**src/hdl/brf_pkg.sv**
```systemverilog
// ----------------------------------------------------------------------------
// brf_pkg: shared constants and types for the byte ring FIFO
// Data widths, index width, command codes and parameter defaults.
// ----------------------------------------------------------------------------
package brf_pkg;

  localparam int unsigned DATA_W       = 8;
  localparam int unsigned IDX_W        = 9;
  localparam int unsigned LEN_W        = 7;
  localparam int unsigned SIZE_LOG2_W  = 4;
  localparam int unsigned DEPTH_DEF    = 256;
  localparam int unsigned MAX_READ_DEF = 64;

  typedef enum logic [1:0] {
    CMD_WRITE = 2'd0,
    CMD_READ  = 2'd1,
    CMD_PEEK  = 2'd2,
    CMD_NONE  = 2'd3
  } cmd_e;

endpackage

```
**src/hdl/brf_ram.sv**
```systemverilog
// ----------------------------------------------------------------------------
// brf_ram: generic single-clock RAM
// One write port, one read port with registered read data.
// ----------------------------------------------------------------------------
module brf_ram #(
  parameter int unsigned WIDTH = brf_pkg::DATA_W,
  parameter int unsigned DEPTH = brf_pkg::DEPTH_DEF,
  parameter int unsigned AW    = (DEPTH > 1) ? $clog2(DEPTH) : 1
) (
  input  logic             clk_i,
  input  logic             we_i,
  input  logic [AW-1:0]    waddr_i,
  input  logic [WIDTH-1:0] wdata_i,
  input  logic             re_i,
  input  logic [AW-1:0]    raddr_i,
  output logic [WIDTH-1:0] rdata_o
);

  logic [WIDTH-1:0] mem_q [DEPTH];
  logic [WIDTH-1:0] rdata_q;

  always_ff @(posedge clk_i) begin
    if (we_i) begin
      mem_q[waddr_i] <= wdata_i;
    end
    if (re_i) begin
      rdata_q <= mem_q[raddr_i];
    end
  end

  assign rdata_o = rdata_q;

endmodule

```
**src/hdl/byte_ring_fifo.sv**
```systemverilog
// ----------------------------------------------------------------------------
// byte_ring_fifo: byte FIFO over a power-of-two ring
// Write, read and peek commands on a byte ring held in one synchronous RAM.
// ----------------------------------------------------------------------------
// Usage:
//   Command channel: an item is taken at a clock edge with start_i high and
//   busy_o low. command_i selects write (store data_in_i), read or peek
//   (deliver up to read_length_i bytes, capped at MAX_READ and the fill).
//   Result channel: each result beat sits on the result ports for exactly
//   one cycle, flagged by result_strobe_o. The receiver cannot stall.
//   Config: cfg_we_i writes size_log2 (clamped to 1..8, capped at DEPTH);
//   the write clears both ring indices. Write only while the block is idle.
// Result timing:
//   Every result beat is registered at the edge that produced it.
//   A write, or a read/peek that delivers no byte, yields one beat. A
//   read/peek delivering n bytes yields n beats, one RAM read per cycle on
//   the single read port; busy_o is high while the bytes after the first are read.
// Reset:
//   Indices and burst count clear, the ring size returns to 256 bytes
//   (or DEPTH if smaller). The RAM is not cleared; never-written bytes read
//   as whatever the RAM holds.
// ----------------------------------------------------------------------------
module byte_ring_fifo #(
  parameter int unsigned DEPTH    = brf_pkg::DEPTH_DEF,
  parameter int unsigned MAX_READ = brf_pkg::MAX_READ_DEF
) (
  input  logic                              clk_i,
  input  logic                              rst_ni,
  // configuration
  input  logic                              cfg_we_i,
  input  logic [brf_pkg::SIZE_LOG2_W-1:0]   cfg_wdata_i,
  // command channel
  input  logic                              start_i,
  output logic                              busy_o,
  input  logic [1:0]                        command_i,
  input  logic [brf_pkg::DATA_W-1:0]        data_in_i,
  input  logic                              burst_end_i,
  input  logic [brf_pkg::LEN_W-1:0]         read_length_i,
  // result channel
  output logic                              result_strobe_o,
  output logic [brf_pkg::DATA_W-1:0]        data_out_o,
  output logic                              data_valid_o,
  output logic                              last_o,
  output logic [brf_pkg::IDX_W-1:0]         transferred_o,
  output logic [brf_pkg::IDX_W-1:0]         fill_level_o
);

  localparam int unsigned AW = (DEPTH > 1) ? $clog2(DEPTH) : 1;
  localparam logic [brf_pkg::LEN_W-1:0] MaxRead = brf_pkg::LEN_W'(MAX_READ);
  // largest ring in use: 256 bytes, or the whole RAM if it is smaller
  localparam logic [brf_pkg::IDX_W-1:0] SizeCap =
    (DEPTH >= 256) ? 9'd256 : brf_pkg::IDX_W'(DEPTH);

  typedef enum logic {
    ST_IDLE,
    ST_STREAM
  } state_e;

  typedef logic [brf_pkg::IDX_W-1:0] idx_t;
  typedef logic [brf_pkg::LEN_W-1:0] len_t;

  // control state
  state_e state_q, state_d;
  idx_t   size_q, size_d;
  idx_t   wr_idx_q, wr_idx_d;
  idx_t   rd_idx_q, rd_idx_d;
  idx_t   burst_cnt_q, burst_cnt_d;
  // streaming context of the read/peek in flight
  idx_t   ptr_q, ptr_d;
  len_t   cnt_q, cnt_d;
  len_t   num_q, num_d;
  idx_t   used_q, used_d;
  logic   adv_q, adv_d;
  // result beat registers
  logic   res_strobe_q, res_strobe_d;
  logic   res_valid_q, res_valid_d;
  logic   res_last_q, res_last_d;
  idx_t   res_xfer_q, res_xfer_d;
  idx_t   res_fill_q, res_fill_d;

  // combinational helpers
  idx_t                         used;
  logic [7:0]                   mask8;
  idx_t                         bc_new;
  len_t                         lim;
  len_t                         num;
  len_t                         k1;
  idx_t                         rd_pos;
  logic [brf_pkg::SIZE_LOG2_W-1:0] lg_c;
  idx_t                         cfg_size;
  logic                         ram_we;
  logic                         ram_re;
  logic [AW-1:0]                ram_waddr;
  logic [AW-1:0]                ram_raddr;
  logic [brf_pkg::DATA_W-1:0]   ram_rdata;

  assign used  = wr_idx_q - rd_idx_q;
  assign mask8 = 8'(size_q - 9'd1);

  // clamp the requested size and cap it at the RAM depth
  always_comb begin
    lg_c = cfg_wdata_i;
    if (lg_c < 4'd1) begin
      lg_c = 4'd1;
    end else if (lg_c > 4'd8) begin
      lg_c = 4'd8;
    end
    cfg_size = 9'd1 << lg_c;
    if (cfg_size > SizeCap) begin
      cfg_size = SizeCap;
    end
  end

  always_comb begin
    state_d     = state_q;
    size_d      = size_q;
    wr_idx_d    = wr_idx_q;
    rd_idx_d    = rd_idx_q;
    burst_cnt_d = burst_cnt_q;
    ptr_d       = ptr_q;
    cnt_d       = cnt_q;
    num_d       = num_q;
    used_d      = used_q;
    adv_d       = adv_q;

    res_strobe_d = 1'b0;
    res_valid_d  = 1'b0;
    res_last_d   = 1'b0;
    res_xfer_d   = '0;
    res_fill_d   = '0;

    ram_we = 1'b0;
    ram_re = 1'b0;
    rd_pos = rd_idx_q;
    bc_new = burst_cnt_q;
    k1     = cnt_q + 7'd1;

    // cut the request to MAX_READ, then to what is stored
    lim = (read_length_i > MaxRead) ? MaxRead : read_length_i;
    num = ({2'b00, lim} > used) ? used[brf_pkg::LEN_W-1:0] : lim;

    unique case (state_q)
      ST_IDLE: begin
        if (start_i) begin
          case (brf_pkg::cmd_e'(command_i)) inside
            brf_pkg::CMD_WRITE: begin
              // store only when there is room; a refused byte is dropped
              if (used < size_q) begin
                ram_we   = 1'b1;
                wr_idx_d = wr_idx_q + 9'd1;
                bc_new   = (burst_cnt_q == '1) ? burst_cnt_q : burst_cnt_q + 9'd1;
              end
              res_strobe_d = 1'b1;
              res_last_d   = burst_end_i;
              res_xfer_d   = bc_new;
              res_fill_d   = wr_idx_d - rd_idx_q;
              burst_cnt_d  = burst_end_i ? '0 : bc_new;
            end
            brf_pkg::CMD_READ, brf_pkg::CMD_PEEK: begin
              res_strobe_d = 1'b1;
              if (num == '0) begin
                // nothing to deliver: one empty closing beat
                res_last_d = 1'b1;
                res_fill_d = used;
              end else begin
                // issue the first byte now, stream the rest
                ram_re      = 1'b1;
                rd_pos      = rd_idx_q;
                adv_d       = (command_i == brf_pkg::CMD_READ);
                res_valid_d = 1'b1;
                res_last_d  = (num == 7'd1);
                res_xfer_d  = 9'd1;
                res_fill_d  = adv_d ? used - 9'd1 : used;
                ptr_d       = rd_idx_q + 9'd1;
                cnt_d       = 7'd1;
                num_d       = num;
                used_d      = used;
                if (adv_d) begin
                  rd_idx_d = rd_idx_q + {2'b00, num};
                end
                if (num != 7'd1) begin
                  state_d = ST_STREAM;
                end
              end
            end
            default: ;
          endcase
        end
      end
      ST_STREAM: begin
        ram_re      = 1'b1;
        rd_pos      = ptr_q;
        res_strobe_d = 1'b1;
        res_valid_d  = 1'b1;
        res_last_d   = (k1 == num_q);
        res_xfer_d   = {2'b00, k1};
        res_fill_d   = adv_q ? used_q - {2'b00, k1} : used_q;
        ptr_d        = ptr_q + 9'd1;
        cnt_d        = k1;
        if (k1 == num_q) begin
          state_d = ST_IDLE;
        end
      end
      default: state_d = ST_IDLE;
    endcase

    // a size write restarts the ring empty; the burst count survives
    if (cfg_we_i) begin
      size_d   = cfg_size;
      wr_idx_d = '0;
      rd_idx_d = '0;
    end
  end

  always_ff @(posedge clk_i or negedge rst_ni) begin
    if (!rst_ni) begin
      state_q      <= ST_IDLE;
      size_q       <= SizeCap;
      wr_idx_q     <= '0;
      rd_idx_q     <= '0;
      burst_cnt_q  <= '0;
      ptr_q        <= '0;
      cnt_q        <= '0;
      num_q        <= '0;
      used_q       <= '0;
      adv_q        <= 1'b0;
      res_strobe_q <= 1'b0;
      res_valid_q  <= 1'b0;
      res_last_q   <= 1'b0;
      res_xfer_q   <= '0;
      res_fill_q   <= '0;
    end else begin
      state_q      <= state_d;
      size_q       <= size_d;
      wr_idx_q     <= wr_idx_d;
      rd_idx_q     <= rd_idx_d;
      burst_cnt_q  <= burst_cnt_d;
      ptr_q        <= ptr_d;
      cnt_q        <= cnt_d;
      num_q        <= num_d;
      used_q       <= used_d;
      adv_q        <= adv_d;
      res_strobe_q <= res_strobe_d;
      res_valid_q  <= res_valid_d;
      res_last_q   <= res_last_d;
      res_xfer_q   <= res_xfer_d;
      res_fill_q   <= res_fill_d;
    end
  end

  // ring position: index masked by the size in use, sized to the RAM address
  assign ram_waddr = AW'(wr_idx_q[7:0] & mask8);
  assign ram_raddr = AW'(rd_pos[7:0] & mask8);

  brf_ram #(
    .WIDTH (brf_pkg::DATA_W),
    .DEPTH (DEPTH),
    .AW    (AW)
  ) u_ram (
    .clk_i   (clk_i),
    .we_i    (ram_we),
    .waddr_i (ram_waddr),
    .wdata_i (data_in_i),
    .re_i    (ram_re),
    .raddr_i (ram_raddr),
    .rdata_o (ram_rdata)
  );

  assign busy_o          = (state_q == ST_STREAM);
  assign result_strobe_o = res_strobe_q;
  assign data_valid_o    = res_valid_q;
  assign data_out_o      = res_valid_q ? ram_rdata : '0;
  assign last_o          = res_last_q;
  assign transferred_o   = res_xfer_q;
  assign fill_level_o    = res_fill_q;

  // the ring never holds more than its size in use
  a_fill_bound: assert property (@(posedge clk_i) disable iff (!rst_ni)
    used <= size_q)
    else $error("fill level exceeds ring size");

  // a streaming read never runs past its byte count
  a_cnt_bound: assert property (@(posedge clk_i) disable iff (!rst_ni)
    (state_q == ST_STREAM) |-> (cnt_q < num_q))
    else $error("stream counter past byte count");

  // the closing beat of a delivering read leaves the block free
  a_last_frees: assert property (@(posedge clk_i) disable iff (!rst_ni)
    (result_strobe_o && data_valid_o && last_o) |-> !busy_o)
    else $error("busy after final read beat");

  // a write command yields exactly one beat without ring data
  a_write_beat: assert property (@(posedge clk_i) disable iff (!rst_ni)
    (start_i && !busy_o && command_i == brf_pkg::CMD_WRITE)
      |=> (result_strobe_o && !data_valid_o))
    else $error("write beat malformed");

endmodule

```
**config.mk**
```make
export PLATFORM = sky130hd
export DESIGN_NAME = byte_ring_fifo
export DESIGN_NICKNAME = d
export VERILOG_FILES = /design/src/hdl/brf_pkg.sv /design/src/hdl/brf_ram.sv /design/src/hdl/byte_ring_fifo.sv
export SDC_FILE = /design/constraint.sdc
export NUM_CORES = 2
export LEC_CHECK = 0
export ABC_CLOCK_PERIOD_IN_PS = 5650
export BUFFER_PORTS_ARGS = -buffer_cell sky130_fd_sc_hd__buf_4
export CORE_MARGIN = 2
export CORE_UTILIZATION = 50
export CTS_CLUSTER_SIZE = 16
export DETAILED_ROUTE_END_ITERATION = 8
export PLACE_DENSITY_LB_ADDON = 0.05
export SYNTH_ARGS = -nofsm -noshare
export SYNTH_HDL_FRONTEND = slang
export SYNTH_SLANG_ARGS = --single-unit
```
**constraint.sdc**
```tcl
create_clock -name clk_i -period 5.65 [get_ports clk_i]
set_clock_uncertainty 0.05 [all_clocks]
set_input_delay 0.565 -clock clk_i [delete_from_list [all_inputs] [get_ports clk_i]]
set_output_delay 0.565 -clock clk_i [all_outputs]
set_load 0.1 [all_outputs]
```
==> metrics.log <==
INFO  metric grt_max_degree = between 150 and 200
INFO  metric final_antenna_violating_net_count = 0
INFO  metric crit_type = register to register
INFO  metric slowest_delay = between 0.4 and 0.5 ns
INFO  metric timing.max_slew.rel_slack = 0.0748
INFO  metric die_area = around 180000 um2
INFO  metric place_area = ~93000 um2
INFO  metric yosys_warnings = 0
INFO  metric synth_nets = 5284
INFO  metric root_buffer = sky130_fd_sc_hd__clkbuf_16
INFO  metric cp_cell_sequence = inv_1 -> ha_1 -> fa_1 -> nor2b_1 -> o2111ai_2 -> and3_1 -> xnor2_2 -> ha_1 -> and3_1 -> a211oi_1 -> a31oi_1 -> or2_2 -> buf_4 -> nor3_1 -> buf_4 -> nand2_2 -> buf_4 -> nor2_1 -> buf_4
INFO  metric share_comb_of_total_power = 0.267
INFO  metric timing.rr.start = wr_idx_q[0]
INFO  metric die_height = about 420 um
INFO  metric grt.met1_usage = 0.378
INFO  metric worstHoldPathCells = 2
INFO  metric power.share.clock = 0.319
INFO  metric hold_path.class = input pin to register
INFO  metric synth.cell_area = roughly 87000 um2
INFO  metric number_of_buffers_created_by_cts = around 220
INFO  metric detailedRoute.firstIterationViolations = 4814
INFO  metric rsz0062_at_grt = no
INFO  metric detailroute.via_count = 48270
INFO  metric synth.ff_latch_count = approximately 2100
INFO  metric synth_top_flop_cell = sky130_fd_sc_hd__edfxtp_1
INFO  metric power_density = approximately 430 nW/um2
INFO  metric ctsHtreeMaxLevel = 4
INFO  metric areaGrowthSynthToFinish = 14.2%
INFO  metric layout_common_cells = sky130_fd_sc_hd__edfxtp_1, sky130_fd_sc_hd__mux2i_1, sky130_fd_sc_hd__nand2_1, sky130_fd_sc_hd__buf_4, sky130_fd_sc_hd__nor2_1
INFO  metric numClockSinks = about 2100
INFO  metric routabilityCongestion = around 0.86
INFO  metric clock_tree.buffer_depth = 3
INFO  metric critPathTopFamily = simple AND/OR/NAND/NOR gates
INFO  metric met3_usage = 0.0407
INFO  metric run_status = completed
INFO  metric crit_arrival = 5.96 ns
INFO  metric worst_skew_pair.late_latency = around 0.85 ns
INFO  metric commonest_non_fill_non_tap_cell_in_the_layout = sky130_fd_sc_hd__edfxtp_1
INFO  metric timing.reg2reg.setup_slack = between 0.15 and 0.2 ns
INFO  metric grt_remaining_overflow = 0
INFO  metric synthDistinctLibCells = 90
INFO  metric busiest_layer = met2
INFO  metric worstMarginPinSlew = 1.38 ns
INFO  metric finalSetupTns = 0 ns
INFO  metric timing_max_transition_violations_final = 0
INFO  metric synthArstFlopShare = 0.0419
INFO  metric power_switching_share = 0.309
INFO  metric finalSetupViolations = 0
INFO  metric routed_wire_length = roughly 240000 um
INFO  metric io_pins = 56
INFO  metric drt_first_pass_iters = 6
INFO  metric initial_utilization = 0.502
INFO  metric portBuffers = between 50 and 60
INFO  metric wire_per_inst = around 29 um
INFO  metric fin_area = between 90000 and 100000 um2
INFO  metric floorplan.rows = between 150 and 200
INFO  metric synthesis.instances = between 5000 and 6000
INFO  metric core_area = around 170000 um2
INFO  metric grt_pass1_vias = around 48000
INFO  metric cellInternalPower = approximately 30000 uW
INFO  metric finalHoldViolations = 0
INFO  metric crit_fanout = 12
INFO  metric grtUsageMet2 = 0.423
INFO  metric final.min_clock_period = between 5 and 6 ns
INFO  metric avgSynthCellArea = 16.7 um2
INFO  metric dp_hpwl = around 150000 um
INFO  metric fraction_of_the_cycle_the_final_worst_path_needs = 0.965
INFO  metric critPathCaptureType = register
INFO  metric p_seq_frac = 0.414
INFO  metric cts_tree = done
INFO  metric max_cap_violations = 0
INFO  metric timing.reg2reg.worst_path_depth = 19
INFO  metric synth_edf_count = between 2000 and 2500
INFO  metric global_route_usage_over_all_layers = 0.263
INFO  metric num-nets-final = about 5700
INFO  metric critPathRequiredTime = around 6 ns
INFO  metric maxClockFrequency = ~180 MHz
INFO  metric synth_seq_area_share = 0.735
INFO  metric timing.critical_path.from_type = register
INFO  metric remaining_drc_errors = 0
INFO  metric route.detailed.vias_per_inst = around 6
INFO  metric drive_gt1_frac = 0.185
INFO  metric p_switching = about 13000 uW
INFO  metric grt_pass1_wl = around 340000 um
INFO  metric hold_path_startpoint = cfg_we_i
INFO  metric critical_path.slowest_cell = sky130_fd_sc_hd__fa_1
INFO  metric regToRegEndpoint = u_ram.mem_q[236][0]
INFO  metric cp_num_buf_inv = 5
INFO  metric clkTransAtPathRegs = 0.06 ns
INFO  metric vdd_ir_drop_max = 0.000319 V
INFO  metric die_w = roughly 420 um
INFO  metric total_leakage_power = approximately 0.035 uW
INFO  metric holdPathEnd = wr_idx_q[7]
INFO  metric antenna_found_initial = 3
INFO  metric cpMostUsedCell = sky130_fd_sc_hd__buf_4
[power by group through the flow]
stage / Combinational [uW] / Clock (uW) / Sequential, uW
2_1_floorplan: 7490 / 0 / 18400
3_3_place_gp: 11600 / 0 / 18200
3_5_place_dp: 11600 / 0 / 18100
4_1_cts: 11600 / 14000 / 17800
5_1_grt: 12200 / 14600 / 17800
6_report: 11500 / 13700 / 17800
[per-layer routing]
metal  vias up  wire length (um)
li1      21192                 -
met1     25164            102000
met3       304             14500
met5         -                 0
met4         0              5990
met2      1610            113000
[synthesized netlist by cell type, drive strengths merged (20+ instances only)]
library cell  count  area share
xor2             24      0.0024
a21oi           168      0.0097
nor2b            27      0.0019
ha               54      0.0078
nor2            312       0.013
o21ai            47      0.0027
nand3           141      0.0081
nand4            30      0.0022
a22oi            24      0.0021
dfrtp            89       0.026
buf             141      0.0095
edfxtp         2056        0.71
mux2i           530       0.061
mux2             29      0.0041
nor4             61      0.0049
nor3             38      0.0022
inv              55      0.0024
o22ai           166       0.012
nand2           523       0.023
and3             20      0.0014
xnor2            45      0.0045
mux4            230       0.060
clkbuf          149      0.0064
[what timing repair did]
action,CTS,global route
gates resized for setup,0,7
hold buffers,7,0
setup endpoints to repair,0,13
setup buffers,0,1
endpoints found under the hold margin,51,0
[logic make-up (layout without fill, tap and decap cells)]
group,Yosys count,in the layout,share of synthesized area
AOI/OAI and AO/OA,583,583,0.0442
xor gates and xnor gates,70,70,0.00720
adders and majority gates,58,58,0.00868
buffers and inverters,345,914,0.0183
DFF,2146,2146,0.735
muxes,789,789,0.125
other,0,3,0
and+or+nand+nor,1209,1209,0.0615
[registers in the layout (all words and copies together) (netlist names)]
register and cells:
last_o 1, used_q 9, result_strobe_o 1, u_ram.mem_q 2048, size_q 9, burst_cnt_q 9
transferred_o 9, cnt_q 7, busy_o 1, rd_idx_q 9, wr_idx_q 9, num_q 7
data_valid_o 1, u_ram.rdata_o 8, adv_q 1, fill_level_o 9, ptr_q 8
[worst reg2reg max path, cell delays in order (launching register included)]
cell and delay [ns]:
sky130_fd_sc_hd__dfrtp_1 0.35, sky130_fd_sc_hd__inv_1 0.05, sky130_fd_sc_hd__ha_1 0.22, sky130_fd_sc_hd__fa_1 0.41, sky130_fd_sc_hd__nor2b_1 0.19, sky130_fd_sc_hd__o2111ai_2 0.15, sky130_fd_sc_hd__and3_1 0.21, sky130_fd_sc_hd__xnor2_2 0.24
sky130_fd_sc_hd__ha_1 0.29, sky130_fd_sc_hd__and3_1 0.19, sky130_fd_sc_hd__a211oi_1 0.25, sky130_fd_sc_hd__a31oi_1 0.28, sky130_fd_sc_hd__or2_2 0.38, sky130_fd_sc_hd__buf_4 0.19, sky130_fd_sc_hd__nor3_1 0.21, sky130_fd_sc_hd__buf_4 0.18
sky130_fd_sc_hd__nand2_2 0.41, sky130_fd_sc_hd__buf_4 0.35, sky130_fd_sc_hd__nor2_1 0.37, sky130_fd_sc_hd__buf_4 0.23
[area by class of cell]
cell class              instances  area (um2)
inverters                      55         209
fillers                     13568       74000
repair buffers                458        3920
clock buffers                 283        5810
clock inverters               118         933
multi-input cells            2709       21600
well taps                    2325        2910
flip-flops and latches       2146       64000
diodes                          3        7.51
[worst max path at each step]
stage | from | to | slack (ns) | depth (start not counted)
6_report | wr_idx_q[0] | u_ram.mem_q[236][0] | 0.20 | 19
5_1_grt | wr_idx_q[0] | rd_idx_q[8] | 0.01 | 25
4_1_cts | rd_idx_q[1] | u_ram.mem_q[236][2] | 0.23 | 18
3_5_place_dp | rd_idx_q[1] | u_ram.mem_q[236][5] | 0.24 | 18
3_3_place_gp | wr_idx_q[0] | rd_idx_q[8] | 0.17 | 25
2_1_floorplan | wr_idx_q[0] | rd_idx_q[8] | 0.12 | 27
[through the flow]
step                      hold slack [ns]  cells  total power (uW)  setup slack [ns]  utilization
after floorplan                     0.219   5200             25900             0.123            -
after global placement              0.445   7685             29700             0.168        0.534
after detailed placement            0.446   7685             29700             0.242        0.534
after CTS                          0.0260   8093             43400             0.227        0.573
after global routing               0.0787   8094             44600            0.0132        0.573
final                              0.0954   8097             43100             0.198        0.573
No activity file was read; power rests on OpenSTA's default activity.
